`src/hw/rtl/mcc_pkg.sv`:
```
// Package: shared types and constants for the current-compensation calibrator.
`timescale 1ns / 1ps
`default_nettype none
package mcc_pkg;
  localparam int Samples = 50;
  localparam logic [15:0] SpanReset = 16'd6554;
  localparam int QueueDepth = 2;

  typedef enum logic [1:0] {
    CMD_START = 2'd0,
    CMD_LOW   = 2'd1,
    CMD_HIGH  = 2'd2,
    CMD_APPLY = 2'd3
  } cmd_t;

  typedef enum logic [1:0] {
    PH_LOW    = 2'd0,
    PH_HIGH   = 2'd1,
    PH_DONE   = 2'd2,
    PH_FAILED = 2'd3
  } phase_t;

  // One classified item passed from the front to the back.
  typedef struct packed {
    cmd_t               command;
    logic signed [15:0] mag_x;
    logic signed [15:0] mag_y;
    logic signed [15:0] mag_z;
    logic [15:0]        throttle;
  } item_t;

  typedef enum logic [2:0] {
    ST_IDLE,
    ST_DIV,
    ST_MUL,
    ST_ROUND,
    ST_OUT
  } back_state_t;
endpackage
`default_nettype wire

```
`src/hw/rtl/mcc_front.sv`:
```
// Front: accepts input beats into a short queue toward the back end.
`timescale 1ns / 1ps
`default_nettype none
module mcc_front (
  input  wire logic            clk,
  input  wire logic            rst,
  input  wire logic            in_valid,
  output logic                 in_ready,
  input  wire mcc_pkg::item_t  in_item,
  output logic                 q_valid,
  input  wire logic            q_ready,
  output mcc_pkg::item_t       q_item
);
  mcc_pkg::item_t entry [mcc_pkg::QueueDepth];
  logic       rd_ptr;
  logic       wr_ptr;
  logic [1:0] count;
  logic       push;
  logic       pop;

  assign in_ready = (count != 2'd2);
  assign q_valid = (count != 2'd0);
  assign q_item = entry[rd_ptr];
  assign push = in_valid && in_ready;
  assign pop = q_valid && q_ready;

  always_ff @(posedge clk) begin
    if (push) begin
      entry[wr_ptr] <= in_item;
    end
    if (rst) begin
      rd_ptr <= 1'b0;
      wr_ptr <= 1'b0;
      count <= 2'd0;
    end else begin
      if (push) wr_ptr <= ~wr_ptr;
      if (pop) rd_ptr <= ~rd_ptr;
      count <= count + {1'b0, push} - {1'b0, pop};
    end
  end
endmodule
`default_nettype wire

```
`src/hw/rtl/mcc_divider.sv`:
```
// Restoring divider: 64-bit dividend by 23-bit divisor, one quotient bit a cycle.
`timescale 1ns / 1ps
`default_nettype none
module mcc_divider (
  input  wire logic        clk,
  input  wire logic        rst,
  input  wire logic        start,
  input  wire logic [63:0] dividend,
  input  wire logic [22:0] divisor,
  output logic             done,
  output logic [63:0]      quotient
);
  logic [23:0] rem;
  logic [63:0] quo;
  logic [6:0]  bits_left;
  logic        busy;
  logic [23:0] trial;
  logic [24:0] diff;

  assign trial = {rem[22:0], quo[63]};
  assign diff = {1'b0, trial} - {2'b0, divisor};
  assign quotient = quo;

  always_ff @(posedge clk) begin
    if (rst) begin
      busy <= 1'b0;
      done <= 1'b0;
      bits_left <= 7'd0;
    end else begin
      done <= 1'b0;
      if (start) begin
        busy <= 1'b1;
        bits_left <= 7'd64;
      end else if (busy) begin
        bits_left <= bits_left - 7'd1;
        if (bits_left == 7'd1) begin
          busy <= 1'b0;
          done <= 1'b1;
        end
      end
    end
    if (start) begin
      rem <= 24'd0;
      quo <= dividend;
    end else if (busy) begin
      if (!diff[24]) begin
        rem <= diff[23:0];
        quo <= {quo[62:0], 1'b1};
      end else begin
        rem <= trial;
        quo <= {quo[62:0], 1'b0};
      end
    end
  end
endmodule
`default_nettype wire

```
`src/hw/rtl/mcc_back.sv`:
```
// Back: updates sums, computes coefficients with the divider, applies compensation.
`timescale 1ns / 1ps
`default_nettype none
module mcc_back (
  input  wire logic           clk,
  input  wire logic           rst,
  input  wire logic [15:0]    min_throttle_span,
  input  wire logic           q_valid,
  output logic                q_ready,
  input  wire mcc_pkg::item_t q_item,
  output logic                out_valid,
  input  wire logic           out_ready,
  output logic [56:0]         out_data
);
  mcc_pkg::back_state_t state, state_next;
  mcc_pkg::item_t cur;
  logic signed [21:0] lsum [3];
  logic signed [21:0] hsum [3];
  logic [21:0] lthr, hthr;
  logic [5:0]  lcnt, hcnt;
  logic signed [39:0] coeff [3];
  logic cal, failed;
  logic [1:0] axis;
  logic signed [16:0] res [3];
  logic signed [56:0] prod;
  logic        div_start, div_done;
  logic [63:0] div_q;
  logic signed [22:0] sdiff;
  logic [22:0] mag_d;
  logic signed [22:0] dthr;
  logic [22:0] need;
  logic [1:0] ph;
  logic [5:0] taken;
  logic signed [15:0] mag_cur;
  logic [56:0] pmag;
  logic signed [25:0] corr;
  logic signed [26:0] o;
  logic seq_busy;
  logic fin_ok;
  logic fin_now;
  logic div_kick;

  assign dthr = $signed({1'b0, hthr}) - $signed({1'b0, lthr});
  assign need = 23'(min_throttle_span) * 23'(mcc_pkg::Samples);
  assign sdiff = 23'(hsum[axis]) - 23'(lsum[axis]);
  assign mag_d = sdiff[22] ? 23'(-sdiff) : sdiff;
  assign mag_cur = (axis == 2'd0) ? cur.mag_x : (axis == 2'd1) ? cur.mag_y : cur.mag_z;
  assign q_ready = (state == mcc_pkg::ST_IDLE);

  mcc_divider u_div (
    .clk(clk), .rst(rst), .start(div_start),
    .dividend({9'd0, mag_d, 32'd0}), .divisor(dthr),
    .done(div_done), .quotient(div_q)
  );

  assign fin_ok = !(dthr <= 0) && !($unsigned(dthr) < need);
  assign fin_now = (cur.command == mcc_pkg::CMD_HIGH) && (hcnt == 6'(mcc_pkg::Samples))
                   && !cal && !failed;

  always_comb begin
    state_next = state;
    case (state)
      mcc_pkg::ST_IDLE: if (q_valid) state_next = mcc_pkg::ST_DIV;
      mcc_pkg::ST_DIV: begin
        if (!seq_busy) begin
          if (!(fin_now && fin_ok)) state_next = mcc_pkg::ST_MUL;
        end else if (div_done && axis == 2'd2) begin
          state_next = mcc_pkg::ST_MUL;
        end
      end
      mcc_pkg::ST_MUL: state_next = mcc_pkg::ST_ROUND;
      mcc_pkg::ST_ROUND: state_next = (axis == 2'd2) ? mcc_pkg::ST_OUT : mcc_pkg::ST_MUL;
      mcc_pkg::ST_OUT: if (out_ready) state_next = mcc_pkg::ST_IDLE;
      default: state_next = mcc_pkg::ST_IDLE;
    endcase
  end

  // Absolute value of the product, rounded half away from zero.
  assign pmag = prod[56] ? 57'(-prod) : 57'(prod);
  assign corr = prod[56] ? -$signed({1'b0, 25'((pmag + 57'h80000000) >> 32)})
                         :  $signed({1'b0, 25'((pmag + 57'h80000000) >> 32)});
  assign o = 27'(mag_cur) - 27'(corr);

  always_ff @(posedge clk) begin
    if (rst) begin
      state <= mcc_pkg::ST_IDLE;
      for (int i = 0; i < 3; i++) begin
        lsum[i] <= '0; hsum[i] <= '0; coeff[i] <= '0;
      end
      lthr <= '0; hthr <= '0; lcnt <= '0; hcnt <= '0;
      cal <= 1'b0; failed <= 1'b0; seq_busy <= 1'b0;
      axis <= 2'd0;
    end else begin
      state <= state_next;
      case (state)
        mcc_pkg::ST_IDLE: if (q_valid) begin
          cur <= q_item;
          axis <= 2'd0;
          seq_busy <= 1'b0;
          case (q_item.command)
            mcc_pkg::CMD_START: begin
              for (int i = 0; i < 3; i++) begin
                lsum[i] <= '0; hsum[i] <= '0;
              end
              lthr <= '0; hthr <= '0; lcnt <= '0; hcnt <= '0;
              cal <= 1'b0; failed <= 1'b0;
            end
            mcc_pkg::CMD_LOW: if (lcnt < 6'(mcc_pkg::Samples)) begin
              lsum[0] <= lsum[0] + 22'(q_item.mag_x);
              lsum[1] <= lsum[1] + 22'(q_item.mag_y);
              lsum[2] <= lsum[2] + 22'(q_item.mag_z);
              lthr <= lthr + 22'(q_item.throttle);
              lcnt <= lcnt + 6'd1;
            end
            mcc_pkg::CMD_HIGH:
              if (lcnt >= 6'(mcc_pkg::Samples) && hcnt < 6'(mcc_pkg::Samples)) begin
                hsum[0] <= hsum[0] + 22'(q_item.mag_x);
                hsum[1] <= hsum[1] + 22'(q_item.mag_y);
                hsum[2] <= hsum[2] + 22'(q_item.mag_z);
                hthr <= hthr + 22'(q_item.throttle);
                hcnt <= hcnt + 6'd1;
              end
            default: ;
          endcase
        end
        mcc_pkg::ST_DIV: begin
          // Finish check runs once, with the updated sums.
          if (!seq_busy) begin
            if (fin_now) begin
              if (fin_ok) seq_busy <= 1'b1;
              else failed <= 1'b1;
            end
          end else if (div_done) begin
            if (sdiff[22])
              coeff[axis] <= (div_q > 64'd549755813888) ? {1'b1, 39'd0} : 40'(-div_q);
            else
              coeff[axis] <= (div_q > 64'd549755813887) ? {1'b0, {39{1'b1}}} : 40'(div_q);
            if (axis == 2'd2) begin
              axis <= 2'd0;
              cal <= 1'b1;
            end else begin
              axis <= axis + 2'd1;
            end
          end
        end
        mcc_pkg::ST_MUL: prod <= $signed({1'b0, cur.throttle}) * coeff[axis];
        mcc_pkg::ST_ROUND: begin
          if (!cal) res[axis] <= 17'(mag_cur);
          else if (o > 27'sd32767) res[axis] <= 17'sd32767;
          else if (o < -27'sd32768) res[axis] <= -17'sd32768;
          else res[axis] <= 17'(o);
          if (axis != 2'd2) axis <= axis + 2'd1;
        end
        default: ;
      endcase
    end
  end

  // Kick the divider per axis while the coefficient sequence runs.
  always_ff @(posedge clk) begin
    if (rst) div_kick <= 1'b0;
    else div_kick <= (state == mcc_pkg::ST_DIV) &&
                     ((!seq_busy && fin_now && fin_ok) ||
                      (seq_busy && div_done && axis != 2'd2));
  end
  assign div_start = div_kick;

  always_comb begin
    if (lcnt < 6'(mcc_pkg::Samples)) begin
      ph = mcc_pkg::PH_LOW; taken = lcnt;
    end else if (hcnt < 6'(mcc_pkg::Samples)) begin
      ph = mcc_pkg::PH_HIGH; taken = hcnt;
    end else begin
      ph = failed ? mcc_pkg::PH_FAILED : mcc_pkg::PH_DONE; taken = hcnt;
    end
  end

  assign out_valid = (state == mcc_pkg::ST_OUT);
  assign out_data = {taken, ph, cal,
                     res[2][15:0], res[1][15:0], res[0][15:0]};
endmodule
`default_nettype wire

```
`src/hw/rtl/mag_current_comp_calibrator.sv`:
```
// Path: an input beat passes the two-entry queue, then the back end states DIV,
// MUL and ROUND per axis, and OUT; the item that completes calibration adds three
// serial 64-step divisions in DIV. The back end takes a new item only from IDLE;
// the two-entry queue keeps accepting beats while the back end works, until full.
// Reset (rst, synchronous): clears sums, counts, coefficients, flags, queue;
// min_throttle_span returns to 6554.
`timescale 1ns / 1ps
`default_nettype none
module mag_current_comp_calibrator (
  input  wire logic        clk,
  input  wire logic        rst,
  input  wire logic        cfg_we,
  input  wire logic [15:0] cfg_wdata,
  input  wire logic        s_axis_tvalid,
  output logic             s_axis_tready,
  // command[1:0], mag_x[17:2], mag_y[33:18], mag_z[49:34], throttle[65:50], zero pad
  input  wire logic [71:0] s_axis_tdata,
  output logic             m_axis_tvalid,
  input  wire logic        m_axis_tready,
  // out_mag_x[15:0], out_mag_y[31:16], out_mag_z[47:32], is_calibrated[48],
  // phase[50:49], samples_taken[56:51], zero pad
  output logic [63:0]      m_axis_tdata
);
  logic [15:0] span;
  mcc_pkg::item_t in_item, q_item;
  logic q_valid, q_ready;
  logic [56:0] od;

  always_ff @(posedge clk) begin
    if (rst) span <= mcc_pkg::SpanReset;
    else if (cfg_we) span <= cfg_wdata;
  end

  assign in_item.command  = mcc_pkg::cmd_t'(s_axis_tdata[1:0]);
  assign in_item.mag_x    = s_axis_tdata[17:2];
  assign in_item.mag_y    = s_axis_tdata[33:18];
  assign in_item.mag_z    = s_axis_tdata[49:34];
  assign in_item.throttle = s_axis_tdata[65:50];

  mcc_front u_front (
    .clk(clk), .rst(rst), .in_valid(s_axis_tvalid), .in_ready(s_axis_tready),
    .in_item(in_item), .q_valid(q_valid), .q_ready(q_ready), .q_item(q_item)
  );

  mcc_back u_back (
    .clk(clk), .rst(rst), .min_throttle_span(span), .q_valid(q_valid),
    .q_ready(q_ready), .q_item(q_item), .out_valid(m_axis_tvalid),
    .out_ready(m_axis_tready), .out_data(od)
  );

  assign m_axis_tdata = {7'd0, od};

  a_out_no_drop: assert property (@(posedge clk) disable iff (rst)
    m_axis_tvalid && !m_axis_tready |=> m_axis_tvalid)
    else $error("result dropped while stalled");
  a_queue_hold: assert property (@(posedge clk) disable iff (rst)
    !s_axis_tready |-> q_valid)
    else $error("queue full but back end sees nothing");
endmodule
`default_nettype wire

```
`config.mk`:
```
export PLATFORM = sky130hd
export DESIGN_NAME = mag_current_comp_calibrator
export DESIGN_NICKNAME = d
export VERILOG_FILES = /design/src/hw/rtl/mcc_pkg.sv /design/src/hw/rtl/mcc_front.sv /design/src/hw/rtl/mcc_divider.sv /design/src/hw/rtl/mcc_back.sv /design/src/hw/rtl/mag_current_comp_calibrator.sv
export SDC_FILE = /design/constraint.sdc
export NUM_CORES = 2
export LEC_CHECK = 0
export ABC_AREA = 1
export ABC_CLOCK_PERIOD_IN_PS = 9000
export BUFFER_PORTS_ARGS = -buffer_cell sky130_fd_sc_hd__buf_2
export CORE_MARGIN = 2
export CORE_UTILIZATION = 60
export CTS_CLUSTER_DIAMETER = 100
export DETAILED_ROUTE_END_ITERATION = 10
export GPL_TIMING_DRIVEN = 0
export PLACE_DENSITY = 0.77
export REMOVE_ABC_BUFFERS = 1
export SLEW_MARGIN = 15
export SYNTH_ARGS = -nofsm -noshare
export SYNTH_HDL_FRONTEND = slang
export SYNTH_HIERARCHICAL = 1
export SYNTH_SLANG_ARGS = --single-unit
```
`constraint.sdc`:
```
create_clock -name clk -period 9 [get_ports clk]
set_clock_uncertainty 0.15 [all_clocks]
set_input_delay 1.35 -clock clk [delete_from_list [all_inputs] [get_ports clk]]
set_output_delay 1.35 -clock clk [all_outputs]
set_load 0.05 [all_outputs]
```
==> out/qor.yml <==
fp.coreArea_sq_mm: 0.118
cts-root-buf: "clkbuf_16"
crit_path_end: "u_back/prod[52]"
slew_headroom_pct: 14.1
cp_common_cell: "fa_1"
r2r_cells: 26
ys_top_cells_by_area: "edfxtp_1 (28%), fa_1 (17%), nand2_1 (10%), ha_1 (8.3%), inv_1 (7.5%)"
outcome: "completed"
wire_per_inst_um: 18.1
setup-violations-final: 0
fin_nets: 9946
hold_viol: 0
layout_common_cells: "nand2_1 (1978), inv_1 (1413), nor2_1 (932)"
synth_area_per_cell_sq_um: 8.25
io_pins: 159
fmax_mhz: 115
fin_cells: 10400
r2r_slack_ps: 320
postSynth.asyncResetShare_pct: 0
ant_nets: 0
synth_top_area_share_pct: 27.7
synthFlopType: "edfxtp_1"
die_h_um: 349
dr.first_iter.drc_count: 5423
cp_max_fo: 44
grt_antenna_before_repair: 2
worstSetupPathType: "flip-flop to flip-flop"
dpl_worst_slack_ps: 109
cts_buffers: 87
routed_wirelength_um: 187000
r2r-end: "u_back/prod[52]"
yosysUniqueCellTypes: 71
critical_path.max_stage_delay_ps: 550
path_buf_inv: 6
die_w_um: 349
netlist_area_sq_mm: 0.0714
ys_seq_area_share_pct: 31.1
cts_buffer_depth: 3
start_kind: "flip-flop"
ys_ff_latch: 779
holdBufCountCts: 0
tightest_slew_ps: 1290
viasPerCell: 5.68
first_pass_iters: 8
slowest_stage: "fa_1"
overflow: 0
synth-edff-count: 659
drc: 0
period_needed_ps: 8680
num_vias: 58900
maxCapViolCount: 0
start_util_pct: 60.5
htree_levels: 3
grt_max_degree: 81
finalMaxSlewViolations: 0
dp.cells: 10200
layout_setup_ws_ps: 320
crit_family: "adder cells"
arrival_ps: 8950
track_usage_pct: 30.7
io_buffer_count: 145
hold_class: "flip-flop to flip-flop"
cts_tree: "yes"
crit_cells: 26
final_common_cell: "nand2_1"
dp_hpwl_um: 145000
rsz0062_at_grt: "false"
cts.clk_slew.worst_paths_ps: 60
fillers: 9658
clock_latency_ps: 720
cts.sinks: 779
yosys.area.top_type: "edfxtp_1"
first_global_vias: 58600
endpoint_kind: "flip-flop"
grt_pass1_wl_um: 300000
fin_crit_sh_pct: 96.4
area_growth_pct: 8.35
drive_above_1_share_pct: 6.81
gp_congestion: 0.965
worstPathRequired_ps: 9270
rows: 126
ys_warn_count: 6
die-area_sq_mm: 0.122
syn_inst: 8655
[layer usage]
| metal | vias up | part of all wire (%) | track usage [%] |
|---|---|---|---|
| li1 | 27900 | - | - |
| met1 | 28200 | 41 | 40.7 |
| met2 | 2355 | 47 | 51.0 |
| met3 | 453 | 7.9 | 5.03 |
| met4 | 4 | 3.8 | 11.4 |
| met5 | - | 0.018 | 0 |
[synthesized netlist by cell type, drive strengths merged (7+ instances only)]
master  number
nor2       976
xnor2       79
a21oi      569
o21a        39
nor3        67
nor4        28
clkinv      22
clkbuf     184
ha         475
dfxtp      120
mux2        66
a31oi       37
o221ai      13
o22ai       15
inv       1436
xor2       147
o31ai        8
nand4       63
a21boi      21
edfxtp     659
buf         57
nand2     2032
o21ai      411
fa         624
nand3      337
a21o        16
or2         43
and2         7
o21bai      23
o211ai      19
nand3b      26
nor3b       10
[final cells by class]
| class | count | area [sq um] | share of cell area (%) |
|---|---|---|---|
| inverter | 1458 | 5510 | 7.13 |
| clock buffer | 118 | 2370 | 3.07 |
| tap | 1536 | 1920 | 2.48 |
| antenna | 1 | 2.50 | 0.00324 |
| multi-input combinational | 6223 | 43000 | 55.5 |
| sequential | 779 | 22200 | 28.7 |
| timing repair buffer | 205 | 1800 | 2.32 |
| clock inverter | 42 | 579 | 0.749 |
[cell families (layout without fill, tap and decap cells)]
logic type                 after synthesis  count (layout)  synth area share (%)
AOI/OAI and AO/OA                     1190            1190                  9.09
buffers and inverters                 1699            1823                  9.15
other                                    2              49                0.0105
muxes                                   66              66                  1.25
DFF                                    779             779                  31.1
adders and majority gates             1099            1099                  25.8
xor gates and xnor gates               226             226                  2.79
and+or+nand+nor                       3594            3594                  20.8
[flip-flops by register name, indices dropped and copies added, names as in the netlist, 23 cells and up, named ones only]
register / flops
u_front/entry: 132
u_back/cur: 66
u_back/coeff: 160
u_back/u_div/quotient: 64
u_back/lsum: 66
u_back/prod: 57
u_back/hsum: 66
u_back/res: 48
u_back/u_div/rem: 23
[stage by stage]
stage | TNS [ps] | cell area [sq um] | hold WS (ps) | utilization [%]
global route | 0 | 77300 | 341 | 65.5
finish | 0 | 77300 | 318 | 65.5
floorplan | -14370 | 70500 | 283 | -
global placement | -841710 | 73100 | 300 | 61.9
detailed placement | 0 | 74300 | 305 | 62.9
CTS | 0 | 77200 | 325 | 65.4
[worst reg2reg max path, cell delays in order (launching register included)]
cell	delay, ps
dfxtp_4	540
buf_16	290
clkinv_4	400
nand3_1	250
nand2_1	510
inv_1	460
nand2_1	120
fa_1	510
inv_1	60
fa_1	490
ha_1	250
fa_1	540
inv_1	50
fa_1	480
fa_1	550
inv_1	40
ha_1	380
a21o_1	190
a21oi_1	310
o21ai_1	210
a21oi_1	340
o21ai_1	210
a41oi_1	450
o21ai_1	260
nand3_1	130
nand2_1	60
xor2_1	130
[how the worst min path moves through the flow]
| stage | startpoint | to | slack [ps] | cells after the start |
|---|---|---|---|---|
| floorplan | u_back/u_div/bits_left[6] | u_back/u_div/bits_left[6] | 280 | 2 |
| global placement | u_back/u_div/bits_left[6] | u_back/u_div/bits_left[6] | 300 | 2 |
| detailed placement | u_back/u_div/bits_left[6] | u_back/u_div/bits_left[6] | 300 | 2 |
| CTS | u_back/u_div/rem[20] | u_back/u_div/rem[20] | 320 | 2 |
| global route | u_back/u_div/rem[14] | u_back/u_div/rem[14] | 340 | 2 |
| finish | u_back/u_div/rem[18] | u_back/u_div/rem[18] | 320 | 2 |
[timing repair]
action                                  4_1_cts  5_1_grt
resized for setup                             0       13
buffers inserted                              0        5
endpoints found under the setup margin        0       17
Power is left out: the tool's default activity adds up to more than one toggle a clock period on the data nets, which glitch-free logic cannot reach.
